### src/kpi_pkg.sv
// ----------------------------------------------------------------------------
// kpi_pkg
// Shared types and codes of the keyframe position interpolator.
// ----------------------------------------------------------------------------
package kpi_pkg;

    localparam int DivW = 49;   // dividend width: 33-bit magnitude shifted by 16

    // Read address selects.
    localparam logic [3:0] RD_ZERO   = 4'd0;
    localparam logic [3:0] RD_LAST   = 4'd1;
    localparam logic [3:0] RD_CACHED = 4'd2;
    localparam logic [3:0] RD_KUP    = 4'd3;
    localparam logic [3:0] RD_KDN    = 4'd4;
    localparam logic [3:0] RD_CUP    = 4'd5;
    localparam logic [3:0] RD_CDN    = 4'd6;
    localparam logic [3:0] RD_PREV   = 4'd7;
    localparam logic [3:0] RD_NEXT   = 4'd8;

    // Key pair selects.
    localparam logic [2:0] PAIR_FIRST  = 3'd0;
    localparam logic [2:0] PAIR_LAST   = 3'd1;
    localparam logic [2:0] PAIR_CACHED = 3'd2;
    localparam logic [2:0] PAIR_FWD    = 3'd3;
    localparam logic [2:0] PAIR_BWD    = 3'd4;

    typedef struct packed {
        logic       take;       // an input item is accepted
        logic       query_ld;
        logic       clamp_c;
        logic       rd_en;
        logic [3:0] rd_sel;
        logic       pair_en;
        logic [2:0] pair_sel;
        logic       cap_prev;
        logic       cap_next;
        logic       div_start;
        logic       div_speed;
        logic       cap_frac;
        logic       mul_en;
        logic       add_en;
        logic       cap_speed;
        logic [1:0] axis;
        logic       publish;
    } kpi_cmd_t;

    typedef struct packed {
        logic is_query;
        logic t_le_rd;
        logic t_ge_rd;
        logic t_gt_rd;
        logic t_lt_rd;
        logic k_lt_last;
        logic k_gt0;
        logic collapsed;
        logic div_busy;
        logic out_busy;
    } kpi_stat_t;

endpackage

### src/kpi_ctrl.sv
// ----------------------------------------------------------------------------
// kpi_ctrl
// Sequencer: key search, fetch of the pair, division and interpolation steps.
// ----------------------------------------------------------------------------
module kpi_ctrl (
    input  logic               aclk,
    input  logic               aresetn,
    input  logic               s_tvalid,
    output logic               s_tready,
    input  kpi_pkg::kpi_stat_t stat,
    output kpi_pkg::kpi_cmd_t  cmd
);
    localparam logic [3:0] S_IDLE  = 4'd0;
    localparam logic [3:0] S_CHK0  = 4'd1;
    localparam logic [3:0] S_CHKN  = 4'd2;
    localparam logic [3:0] S_CHKC  = 4'd3;
    localparam logic [3:0] S_FWD   = 4'd4;
    localparam logic [3:0] S_BWD   = 4'd5;
    localparam logic [3:0] S_RDP   = 4'd6;
    localparam logic [3:0] S_CAPP  = 4'd7;
    localparam logic [3:0] S_CAPN  = 4'd8;
    localparam logic [3:0] S_DIVF  = 4'd9;
    localparam logic [3:0] S_WAITF = 4'd10;
    localparam logic [3:0] S_MUL   = 4'd11;
    localparam logic [3:0] S_ADD   = 4'd12;
    localparam logic [3:0] S_DIVS  = 4'd13;
    localparam logic [3:0] S_WAITS = 4'd14;
    localparam logic [3:0] S_OUT   = 4'd15;

    logic [3:0] state_reg, state_next;
    logic [1:0] axis_reg, axis_next;

    always_ff @(posedge aclk) begin
        if (!aresetn) begin
            state_reg <= S_IDLE;
            axis_reg  <= '0;
        end else begin
            state_reg <= state_next;
            axis_reg  <= axis_next;
        end
    end

    assign s_tready = (state_reg == S_IDLE);

    always_comb begin
        cmd        = '0;
        cmd.axis   = axis_reg;
        state_next = state_reg;
        axis_next  = axis_reg;
        case (state_reg)
            S_IDLE: begin
                if (s_tvalid) begin
                    cmd.take = 1'b1;
                    if (stat.is_query) begin
                        cmd.query_ld = 1'b1;
                        cmd.rd_en    = 1'b1;
                        cmd.rd_sel   = kpi_pkg::RD_ZERO;
                        state_next   = S_CHK0;
                    end
                end
            end
            S_CHK0: begin
                cmd.clamp_c = 1'b1;
                if (stat.t_le_rd) begin
                    cmd.pair_en  = 1'b1;
                    cmd.pair_sel = kpi_pkg::PAIR_FIRST;
                    state_next   = S_RDP;
                end else begin
                    cmd.rd_en  = 1'b1;
                    cmd.rd_sel = kpi_pkg::RD_LAST;
                    state_next = S_CHKN;
                end
            end
            S_CHKN: begin
                if (stat.t_ge_rd) begin
                    cmd.pair_en  = 1'b1;
                    cmd.pair_sel = kpi_pkg::PAIR_LAST;
                    state_next   = S_RDP;
                end else begin
                    cmd.rd_en  = 1'b1;
                    cmd.rd_sel = kpi_pkg::RD_CACHED;
                    state_next = S_CHKC;
                end
            end
            S_CHKC: begin
                if (stat.t_gt_rd) begin
                    cmd.rd_en  = 1'b1;
                    cmd.rd_sel = kpi_pkg::RD_CUP;
                    state_next = S_FWD;
                end else if (stat.t_lt_rd) begin
                    cmd.rd_en  = 1'b1;
                    cmd.rd_sel = kpi_pkg::RD_CDN;
                    state_next = S_BWD;
                end else begin
                    cmd.pair_en  = 1'b1;
                    cmd.pair_sel = kpi_pkg::PAIR_CACHED;
                    state_next   = S_RDP;
                end
            end
            S_FWD: begin
                if (stat.k_lt_last && stat.t_ge_rd) begin
                    cmd.rd_en  = 1'b1;
                    cmd.rd_sel = kpi_pkg::RD_KUP;
                end else begin
                    cmd.pair_en  = 1'b1;
                    cmd.pair_sel = kpi_pkg::PAIR_FWD;
                    state_next   = S_RDP;
                end
            end
            S_BWD: begin
                if (stat.k_gt0 && stat.t_le_rd) begin
                    cmd.rd_en  = 1'b1;
                    cmd.rd_sel = kpi_pkg::RD_KDN;
                end else begin
                    cmd.pair_en  = 1'b1;
                    cmd.pair_sel = kpi_pkg::PAIR_BWD;
                    state_next   = S_RDP;
                end
            end
            S_RDP: begin
                cmd.rd_en  = 1'b1;
                cmd.rd_sel = kpi_pkg::RD_PREV;
                state_next = S_CAPP;
            end
            S_CAPP: begin
                cmd.cap_prev = 1'b1;
                if (stat.collapsed) begin
                    state_next = S_OUT;
                end else begin
                    cmd.rd_en  = 1'b1;
                    cmd.rd_sel = kpi_pkg::RD_NEXT;
                    state_next = S_CAPN;
                end
            end
            S_CAPN: begin
                cmd.cap_next = 1'b1;
                state_next   = S_DIVF;
            end
            S_DIVF: begin
                cmd.div_start = 1'b1;
                state_next    = S_WAITF;
            end
            S_WAITF: begin
                if (!stat.div_busy) begin
                    cmd.cap_frac = 1'b1;
                    axis_next    = 2'd0;
                    state_next   = S_MUL;
                end
            end
            S_MUL: begin
                cmd.mul_en = 1'b1;
                state_next = S_ADD;
            end
            S_ADD: begin
                cmd.add_en = 1'b1;
                if (axis_reg == 2'd2) begin
                    axis_next  = 2'd0;
                    state_next = S_DIVS;
                end else begin
                    axis_next  = axis_reg + 2'd1;
                    state_next = S_MUL;
                end
            end
            S_DIVS: begin
                cmd.div_start = 1'b1;
                cmd.div_speed = 1'b1;
                state_next    = S_WAITS;
            end
            S_WAITS: begin
                cmd.div_speed = 1'b1;
                if (!stat.div_busy) begin
                    cmd.cap_speed = 1'b1;
                    if (axis_reg == 2'd2) begin
                        state_next = S_OUT;
                    end else begin
                        axis_next  = axis_reg + 2'd1;
                        state_next = S_DIVS;
                    end
                end
            end
            S_OUT: begin
                if (!stat.out_busy) begin
                    cmd.publish = 1'b1;
                    state_next  = S_IDLE;
                end
            end
            default: begin
                state_next = S_IDLE;
            end
        endcase
    end
endmodule

### config.mk
export PLATFORM = sky130hd
export DESIGN_NAME = kpi_ctrl
export DESIGN_NICKNAME = d
export VERILOG_FILES = /design/src/kpi_pkg.sv /design/src/kpi_ctrl.sv
export SDC_FILE = /design/constraint.sdc
export NUM_CORES = 1
export LEC_CHECK = 0
export BUFFER_PORTS_ARGS = -buffer_cell sky130_fd_sc_hd__buf_2
export CAP_MARGIN = 15
export CORE_MARGIN = 2
export CORE_UTILIZATION = 52
export DETAILED_ROUTE_END_ITERATION = 10
export PLACE_DENSITY = 0.81
export REMOVE_ABC_BUFFERS = 1
export SLEW_MARGIN = 20
export SYNTH_ARGS = -nofsm -noshare
export SYNTH_HDL_FRONTEND = slang
export SYNTH_SLANG_ARGS = --single-unit
export TNS_END_PERCENT = 1
### constraint.sdc
create_clock -name aclk -period 2.5 [get_ports aclk]
set_input_delay 0.5 -clock aclk [delete_from_list [all_inputs] [get_ports aclk]]
set_output_delay 0.5 -clock aclk [all_outputs]
set_load 0.02 [all_outputs]
# Word-level counts from Yosys, hierarchy flattened
# Cells that the tools add are included.
# word_totals
register_bits,6
input_bits,13
output_inout_bits,24
# op_classes
add_sub_neg,1
eq_ne,24
mux,52
reduce_logical,8
# op_table
cell,count
$pmux 4 s16,1
$mux 4,14
$mux 5,9
$pmux 5 s8,1
$eq 4x4->1 const B,8
$pmux 4 s5,1
$eq 4x3->1 const B,4
$mux 2,8
$ne 2x2->1 const B,7
$mux 1,13
$mux 3,4
$eq 4x2->1 const B,2
$reduce_and 7->1,1
$pmux 2 s3,1
$eq 4x1->1 const B,1
$logic_not 4->1,1
$reduce_and 4->1,1
$reduce_or 2->1,2
$reduce_bool 3->1,1
$add 2x1->2 const B,1
$eq 2x2->1 const B,1
$logic_and 1x1->1,2
$ne 2x1->1 const B,1

# Depth between registers and ports, before layout
# logic_depth
ltp_word,4
depth_mapped,7

# Worst setup path after synthesis
# No wires, ideal clock.
# synth_timing
path_type,input-to-output
from,input s_tvalid
to,output cmd[19] (netlist name)
arrival_ns,1.593
required_ns,2.000
slack_ns,0.407
cell_stages,4
path_buffers,0
cell_sequence,nand2_1 mux2_1 or3_1 a41oi_1
# synth_lines
element,line,rtl
start: declaration,kpi_ctrl.sv:8,"input logic s_tvalid,"
end: declaration,kpi_ctrl.sv:11,output kpi_pkg::kpi_cmd_t cmd

==> results.md <==
* **H-Tree Depth** 1
* **Fillers** 177
* **RSZ-0062 raised after global routing** false
* **critical path's largest stage delay** 0.60 ns
* **kind of critical path** flop to primary output
* **share of the core filled with cells in the final layout** 0.654
* **filler-free cell count of the finished design** 187
* **transition time at the pin with the least slew margin** 0.740 ns
* **Worst path top cell family by delay** flip-flops
* **Port Buffers** 36
* **number of clock buffers inserted by TritonCTS** 3
* **Final Worst Setup Slack** 0.211 ns
* **Final setup violation count** 0
* **worst-case clock buffer depth** 2
* **Clock Skew** 0.00657 ns
* **number of warnings issued by yosys** 0
* **crit path time final** 2.29 ns
* **post-placement setup slack** 0.322 ns
* **number of cells on the worst reg-to-reg path** 4
* **cell with the most instances after synthesis** sky130_fd_sc_hd__nor2_1
* **Data arrival, critical path** 1.79 ns
* **CTS tree** built
* **count of cells resized by post-cts repair** 0
* **Synth Area per Inst** 7.28 sq um
* **leakage power** 0.510 nW
* **share of total power in the clock network** 0.096
* **number of flip-flops in the largest register** 4
* **summed instance area of the synthesized netlist** 953 sq um
* **clock-pin slew on the worst setup and hold paths** 0.05 ns
* **initial cell density of the core** 0.552
* **Detailed Route Iter0 Violations** 44
* **final worst path period share** 0.916
* **wire length of the first global-routing pass** 3.95 mm
* **classification of the worst-slack hold path** input port to flop
* **Total Routing Usage GR** 0.244
* **net count of the finished layout** 180
* **width of the chip** 46.8 um
* **Hold Path Depth** 2
* **sequential fraction of the synthesis area** 0.126
* **Internal Pwr Total** 0.462 mW
* **vias in the first global route** 913
* **switching portion of total power** 0.524
* **Hold Path End** state_reg[0]
* **dpl hpwl** 1.86 mm
* **switching power total** 0.509 mW
* **RR Startpoint** state_reg[3]
* **vias after detailed routing** 1,109
* **share of final-layout standard cells stronger than drive strength 1** 0.340
* **outcome** finished clean
* **power density normalized to cell area** 860 nW/um^2
* **number of hold violations in the final report** 0
* **top cells by area, synth** sky130_fd_sc_hd__dfxtp_1 (13%), sky130_fd_sc_hd__a21oi_1 (5.8%), sky130_fd_sc_hd__nor3_1 (4.7%)
* **cell taking the most area after synthesis** sky130_fd_sc_hd__dfxtp_1
* **combinational group share of total power** 0.704
* **Chip Height** 46.8 um
* **Post-DRT Antenna Nets** 0
* **fraction of registers with async set or reset after synthesis** 0
* **standard cell with the maximum stage delay on the critical path** sky130_fd_sc_hd__dfxtp_1
* **gate count of the mapped netlist** 131
* **number of distinct standard cells referenced by the synthesized netlist** 49
* **VDD IR max** 0.000495 V
* **total detailed-routing wirelength** 2.54 mm
* **total power** 0.971 mW
* **Top FF cell, synth** sky130_fd_sc_hd__dfxtp_1
* **die area** 2190 sq um
* **leftover overflow at the end of global routing** 0
* **clock sink count** 6
* **required time of the critical path** 2.00 ns
* **Via-to-Cell Ratio** 5.93
* **Ports** 37
* **number of cell rows** 15
* **core outline area** 1730 sq um
* **worst path buffer plus inverter count** 1
* **fmax** 0.437 GHz
* **Max-Slew Margin vs Limit** 0.506
* **First-pass DRT Iterations** 4
* **Setup crit end kind** primary output
* **average wire per standard cell** 13.6 um
* **sequential power share** 0.201
* **count of antenna diodes in the layout** 0
* **clock latency reported for the late side of the worst-skew pair** 0.25 ns
* **number of antenna violations at the first check in global routing** 0
* **capture point of the worst reg-to-reg path** state_reg[1]
* **Final Hold Slack** 0.530 ns
* **flop-to-flop setup slack** 0.58 ns
* **post-CTS setup-driven buffer insertion count** 0
* **post-detailed-route DRC marker count** 0
* **global placer's final weighted congestion** 0.931
* **Worst Min Path Start** aresetn
* **synthesis-stage register bit count** 6
* **commonest cells in the synthesized netlist** sky130_fd_sc_hd__nor2_1 (12), sky130_fd_sc_hd__a21oi_1 (11), sky130_fd_sc_hd__nand2_1 (9), sky130_fd_sc_hd__nor3_1 (9), sky130_fd_sc_hd__nor2b_1 (7)
* **pin count of the biggest net entering global routing** 28
* **reported max-cap violation count** 0
* **Area growth, synth to finish** 18.4%
* **Setup crit start kind** flop
* **Final Max Slew Viols** 0
* **proportion of netlist area held by the largest area contributor** 0.126
* **clock root buffer master** sky130_fd_sc_hd__clkbuf_4
* **ordered list of cells on the worst path** or3b_2 -> a21oi_1 -> a31o_2 -> buf_2
* **CP Max Fanout** 15
* **number of enable-type register cells in the synthesized netlist** 0
* **Post-CTS Hold Buffers** 0
* **number of cells after detailed placement** 184
-- logic make-up after synthesis --
group	share of synthesized area
buffers and inverters	0.114
and+or+nand+nor	0.354
adders and majority gates	0.0394
xor gates and xnor gates	0.00919
muxes	0.0433
AOI/OAI and AO/OA	0.314
DFF	0.126
-- through the flow --
step	cell area, sq um	TNS [ns]
after floorplan	863	-0.165
after global placement	1100	0
after detailed placement	1100	0
after CTS	1130	0
after global routing	1130	0
final	1130	0
-- final cells by class --
cell class | count | area [sq um] | area share
Multi-Input combinational cell | 108 | 724 | 0.642
Clock buffer | 3 | 22.5 | 0.0200
Tap cell | 25 | 31.3 | 0.0277
Inverter | 5 | 18.8 | 0.0166
Timing Repair Buffer | 40 | 210 | 0.186
Sequential cell | 6 | 121 | 0.108
-- placed cells by master, fill, tap and decap left out, types with 2 or more instances in the layout --
cell / instances
sky130_fd_sc_hd__a211oi_1: 4
sky130_fd_sc_hd__a21oi_1: 11
sky130_fd_sc_hd__a31o_2: 2
sky130_fd_sc_hd__a31oi_1: 3
sky130_fd_sc_hd__and2_1: 3
sky130_fd_sc_hd__and3_1: 2
sky130_fd_sc_hd__buf_2: 36
sky130_fd_sc_hd__buf_4: 4
sky130_fd_sc_hd__clkbuf_4: 3
sky130_fd_sc_hd__dfxtp_1: 5
sky130_fd_sc_hd__ha_1: 3
sky130_fd_sc_hd__inv_1: 5
sky130_fd_sc_hd__mux2i_1: 3
sky130_fd_sc_hd__nand2_1: 9
sky130_fd_sc_hd__nand2b_1: 4
sky130_fd_sc_hd__nand3b_1: 2
sky130_fd_sc_hd__nor2_1: 12
sky130_fd_sc_hd__nor2b_1: 7
sky130_fd_sc_hd__nor3_1: 9
sky130_fd_sc_hd__nor3b_1: 2
sky130_fd_sc_hd__o21a_1: 2
sky130_fd_sc_hd__o21ai_0: 4
-- worst register-to-register path, cell delays in order, from the launching register on --
cell and delay, ns:
sky130_fd_sc_hd__dfxtp_1 0.79, sky130_fd_sc_hd__inv_1 0.29, sky130_fd_sc_hd__a221o_1 0.38, sky130_fd_sc_hd__a211oi_1 0.23, sky130_fd_sc_hd__a211oi_1 0.11
-- worst max path at each step --
stage | from | endpoint | depth (start not counted)
floorplan | state_reg[1] | cmd[14] | 4
global route | state_reg[3] | cmd[0] | 3
CTS | state_reg[0] | cmd[0] | 3
global placement | s_tvalid | cmd[19] | 6
finish | state_reg[2] | cmd[15] | 4
detailed placement | s_tvalid | cmd[19] | 6
-- routing by layer --
layer  track usage  vias up  wire, um
met1         0.336      516      1150
met3        0.0269        4       152
met2         0.403       48      1210
met5             0        -         0
met4        0.0667        0        25
li1              -      541         -
-- power groups by stage --
stage / sequential (mW) / clock, mW / combinational, mW
5_1_grt: 0.205 / 0.0984 / 0.746
3_3_place_gp: 0.193 / 0 / 0.664
3_5_place_dp: 0.193 / 0 / 0.675
6_report: 0.195 / 0.0929 / 0.683
4_1_cts: 0.192 / 0.0952 / 0.681
2_1_floorplan: 0.220 / 0 / 0.443
(Power assumes the default switching activity.)
